[src/hdl/bba_ram.sv]
// Generic single-port RAM with registered read data.
module bba_ram #(
  parameter int unsigned Width = 8,
  parameter int unsigned Depth = 16
) (
  input  logic                     clk_i,
  input  logic                     we_i,
  input  logic [$clog2(Depth)-1:0] addr_i,
  input  logic [Width-1:0]         wdata_i,
  output logic [Width-1:0]         rdata_o
);
  logic [Width-1:0] mem_q [Depth];

  always_ff @(posedge clk_i) begin
    if (we_i) begin
      mem_q[addr_i] <= wdata_i;
    end
    rdata_o <= mem_q[addr_i];
  end
endmodule

[config.mk]
export PLATFORM = sky130hd
export DESIGN_NAME = bba_ram
export DESIGN_NICKNAME = d
export VERILOG_FILES = /design/src/hdl/bba_ram.sv
export SDC_FILE = /design/constraint.sdc
export NUM_CORES = 1
export LEC_CHECK = 0
export BUFFER_PORTS_ARGS = -buffer_cell sky130_fd_sc_hd__buf_2
export CAP_MARGIN = 10
export CORE_MARGIN = 5
export CORE_UTILIZATION = 50
export CTS_CLUSTER_SIZE = 28
export DETAILED_ROUTE_END_ITERATION = 8
export PLACE_DENSITY_LB_ADDON = 0.3
export SLEW_MARGIN = 25
export SYNTH_ARGS = -nofsm -noshare
export SYNTH_HDL_FRONTEND = slang
export SYNTH_SLANG_ARGS = --single-unit
export TNS_END_PERCENT = 10
[constraint.sdc]
create_clock -name clk_i -period 1.88 [get_ports clk_i]
set_input_delay 0.188 -clock clk_i [delete_from_list [all_inputs] [get_ports clk_i]]
set_output_delay 0.188 -clock clk_i [all_outputs]
set_load 0.01 [all_outputs]
; Word level (Yosys, flattened, before mapping)
; Memory sizes are Yosys's and may differ from the RTL's. A register that Yosys moved wholly into a read port is not among the register bits.
; Cells that the tools add are included.
[word_totals]
reg_bits = 0
ramBits = 128
in_bits = 14
output_inout_bits = 8
elab_cells = 3
mem_count = 1
[classes]
mux = 2
[mem_list]
columns = name, depth, width, read_ports, rd_ports_with_merged_regs, wr, line
row1 = mem_q, 16, 8, 1, 1, 1, 12  ; logic [Width-1:0] mem_q [Depth];
[op_table]
columns = cell, n
row1 = $mux W1, 2

; Depth between registers and ports, before layout
[logic_depth]
depth_word = 2
mapped_depth = 5
depth_no_buf = 3

; Least setup slack after synthesis
; OpenSTA, ideal clock, no wires.
[synth_timing]
path_kind = input port to flip-flop
start = in addr_i[2]
end = mem mem_q[0][0], enable pin
setup_time_ns = 0.383
arrival_ns = 1.298
required_time_ns = 1.497
setup_slack_ns = 0.199
path_stages = 2
path_buffers = 0
path_cell_list = or3b_2 > nor3_1
[synth_rtl]
columns = element, line
row1 = start: declaration, 8  ; input logic [$clog2(Depth)-1:0] addr_i,
row2 = end: declaration, 12
; No word-level cell before the write port.

==> out/qor.txt <==
Total chip power: 7.15 mW
WL met2: 5230 um
Highest routed layer: met4
Pwr dens: 1160 nW/um^2
Multi-input gate area: 1000 um^2
P_leak: 2.10 nW
Die extent in x: 111 um
Register area: 4000 um^2
Slew margin rel.: 54.7%
Cells after Synth: 230
Commonest non-fill, non-tap cells in the layout: edfxtp_1 (128), buf_4 (33), mux4_2 (32)
Setup CP Type: flip-flop to flip-flop
Final min period: 1.34 ns
Die span in y: 111 um
Cell area after synthesis: 5070 um^2
Total number of vias: 2,519
Hold path start: wdata_i[0]
Post-CTS setup buffers: 0
Worst path required time: 2.28 ns
Routed vias/inst: 5.73
FF-to-FF path depth: 3
Routed wire length: 10,100 um
Vias in the first global route: 2,637
CP arrival: 1.74 ns
Clock Latency Late Sink: 0.52 ns
YS warnings: 0
Final Cell Area: 6180 um^2
Crit path launch type: flip-flop
CTS sink cnt: 136
Synth Register Bits: 136
Clk pin slew, worst setup/hold paths: 0.06 ns
Yosys top cell area share: 75.9%
Max-cap viol count: 0
Crit Path Max Fanout: 1
Layout cell share with drive strength beyond 1: 39.4%
Status: finished, final reports clean
CTS tree: done
Antenna viol nets, final: 0
Area growth from synthesis to layout: 22.0%
H-tree depth: 4
Drt initial violations: 223
Count of cell types in the netlist: 18
Wire per inst: 23.0 um
Largest cells by area after synthesis: edfxtp_1 (76%), mux4_2 (14%), dfxtp_1 (3.2%)
Cell Rows: 36
Final period util: 71.1%
Post-CTS sizing: 0
Io pins: 22
M1 WL: 3930 um
Hold Vio Cnt, Final: 0
Class of the worst hold path: primary input to flip-flop
Synthesized area per cell: 22.0 um^2
Diodes inserted: 0
Routed length on met3: 793 um
Synth Net Count: 244
# nets final: 308
FILL cells: 694
CTS Hold Bufs: 0
Reg2Reg Launch Point: mem_q[6][3]
Commonest non-fill, non-tap cell in the layout: edfxtp_1
Remaining Overflow, GRT: 0
Total negative setup slack: 0 ns
Initial core utilization: 51.6%
Antenna violations before repair: 0
Clock buffer depth: 2
FMAX: 0.748 GHz
Final Max Tran Viols: 0
# setup viols final: 0
Core footprint: 9820 um^2
Worst Hold Endpoint: mem_q[13][0]
Hpwl dp: 6700 um
Worst VDD drop: 532 uV
Inserted Clock Buffers: 17
Crit. End Element: flip-flop
Port Buf Inserts: 21
DRC violations left: 0
Yosys top cell by area: edfxtp_1
Worst-margin pin slew: 0.677 ns
Root buffer cell: clkbuf_8
DIE AREA: 12,200 um^2
Total Routing Usage GR: 17.7%
Gpl congestion: 0.784
Hold path cells: 1
Largest net degree at the start of global routing: 17
Worst clock skew: 0.00767 ns
First-pass GRT wire length: 15,600 um
Drt pass-1 iters: 4
Placed Area: 5570 um^2
Sequential area share after synthesis: 79.0%
RSZ-0062 raised after global routing: false
Worst reg-to-reg setup slack: 0.54 ns
Worst r2r dst: rdata_o[3]
-- critical path, stage by stage (launching register included) --
cell and delay, ns:
edfxtp_1 0.36, mux4_2 0.51, a22oi_1 0.26, nand2_1 0.10
-- synth_stat cells --
library cell	number
a22oi_1	16
dfxtp_1	8
buf_1	4
clkbuf_2	1
nor2_1	13
or3b_2	1
nand3b_1	2
mux4_2	32
buf_2	2
nand3_1	1
nor2b_1	2
and2_1	1
nand2_1	9
nor3_1	4
edfxtp_1	128
clkbuf_1	2
nand2b_1	2
buf_6	2
-- through the flow --
step | instances | hold WS, ns | worst slack [ns] | util [%]
after global routing | 440 | 0.0487 | 0.466 | 63.0
after floorplan | 230 | 0.287 | 0.199 | -
final | 440 | 0.0596 | 0.543 | 63.0
after detailed placement | 408 | 0.585 | 0.157 | 56.7
after CTS | 440 | 0.0361 | 0.525 | 63.0
after global placement | 408 | 0.580 | 0.129 | 56.7
-- layer usage --
metal,track usage [%],up-vias
met3,5.90,18
met2,27.3,105
met5,0,-
met4,8.78,0
met1,22.6,1304
li1,-,1092
-- how the worst max path moves through the flow --
stage / endpoint / startpoint / slack, ns / depth (start not counted)
finish: rdata_o[3] / mem_q[6][3] / 0.54 / 3
global route: rdata_o[3] / mem_q[6][3] / 0.47 / 3
CTS: rdata_o[0] / mem_q[15][0] / 0.52 / 3
detailed placement: rdata_o[3] / addr_i[0] / 0.16 / 5
global placement: rdata_o[3] / addr_i[0] / 0.13 / 5
floorplan: mem_q[0][0] / addr_i[2] / 0.20 / 2
-- report_power, final --
| group | total, mW | switching [mW] | internal, mW |
|---|---|---|---|
| Combinational | 0.342 | 0.191 | 0.150 |
| Sequential | 3.41 | 0.0226 | 3.39 |
| Clock | 3.40 | 1.24 | 2.15 |
| Total | 7.15 | 1.46 | 5.70 |
-- layout make-up --
| class | instances | area share, % |
|---|---|---|
| clock buffers | 17 | 6.70 |
| well taps | 133 | 2.69 |
| flip-flops and latches | 136 | 64.8 |
| clock inverters | 15 | 3.28 |
| multi-input cells | 83 | 16.2 |
| repair buffers | 56 | 6.35 |
-- logic make-up after synthesis --
group | count (synthesis) | share of synthesized area, %
simple gates | 35 | 3.21
flops | 136 | 79.0
compound gates | 16 | 2.37
mux | 32 | 14.2
buf+inv | 11 | 1.19
-- registers in the layout, indices dropped and copies added, names as in the netlist --
| register | count |
|---|---|
| rdata_o | 8 |
| mem_q | 128 |
(Power assumes the default switching activity.)
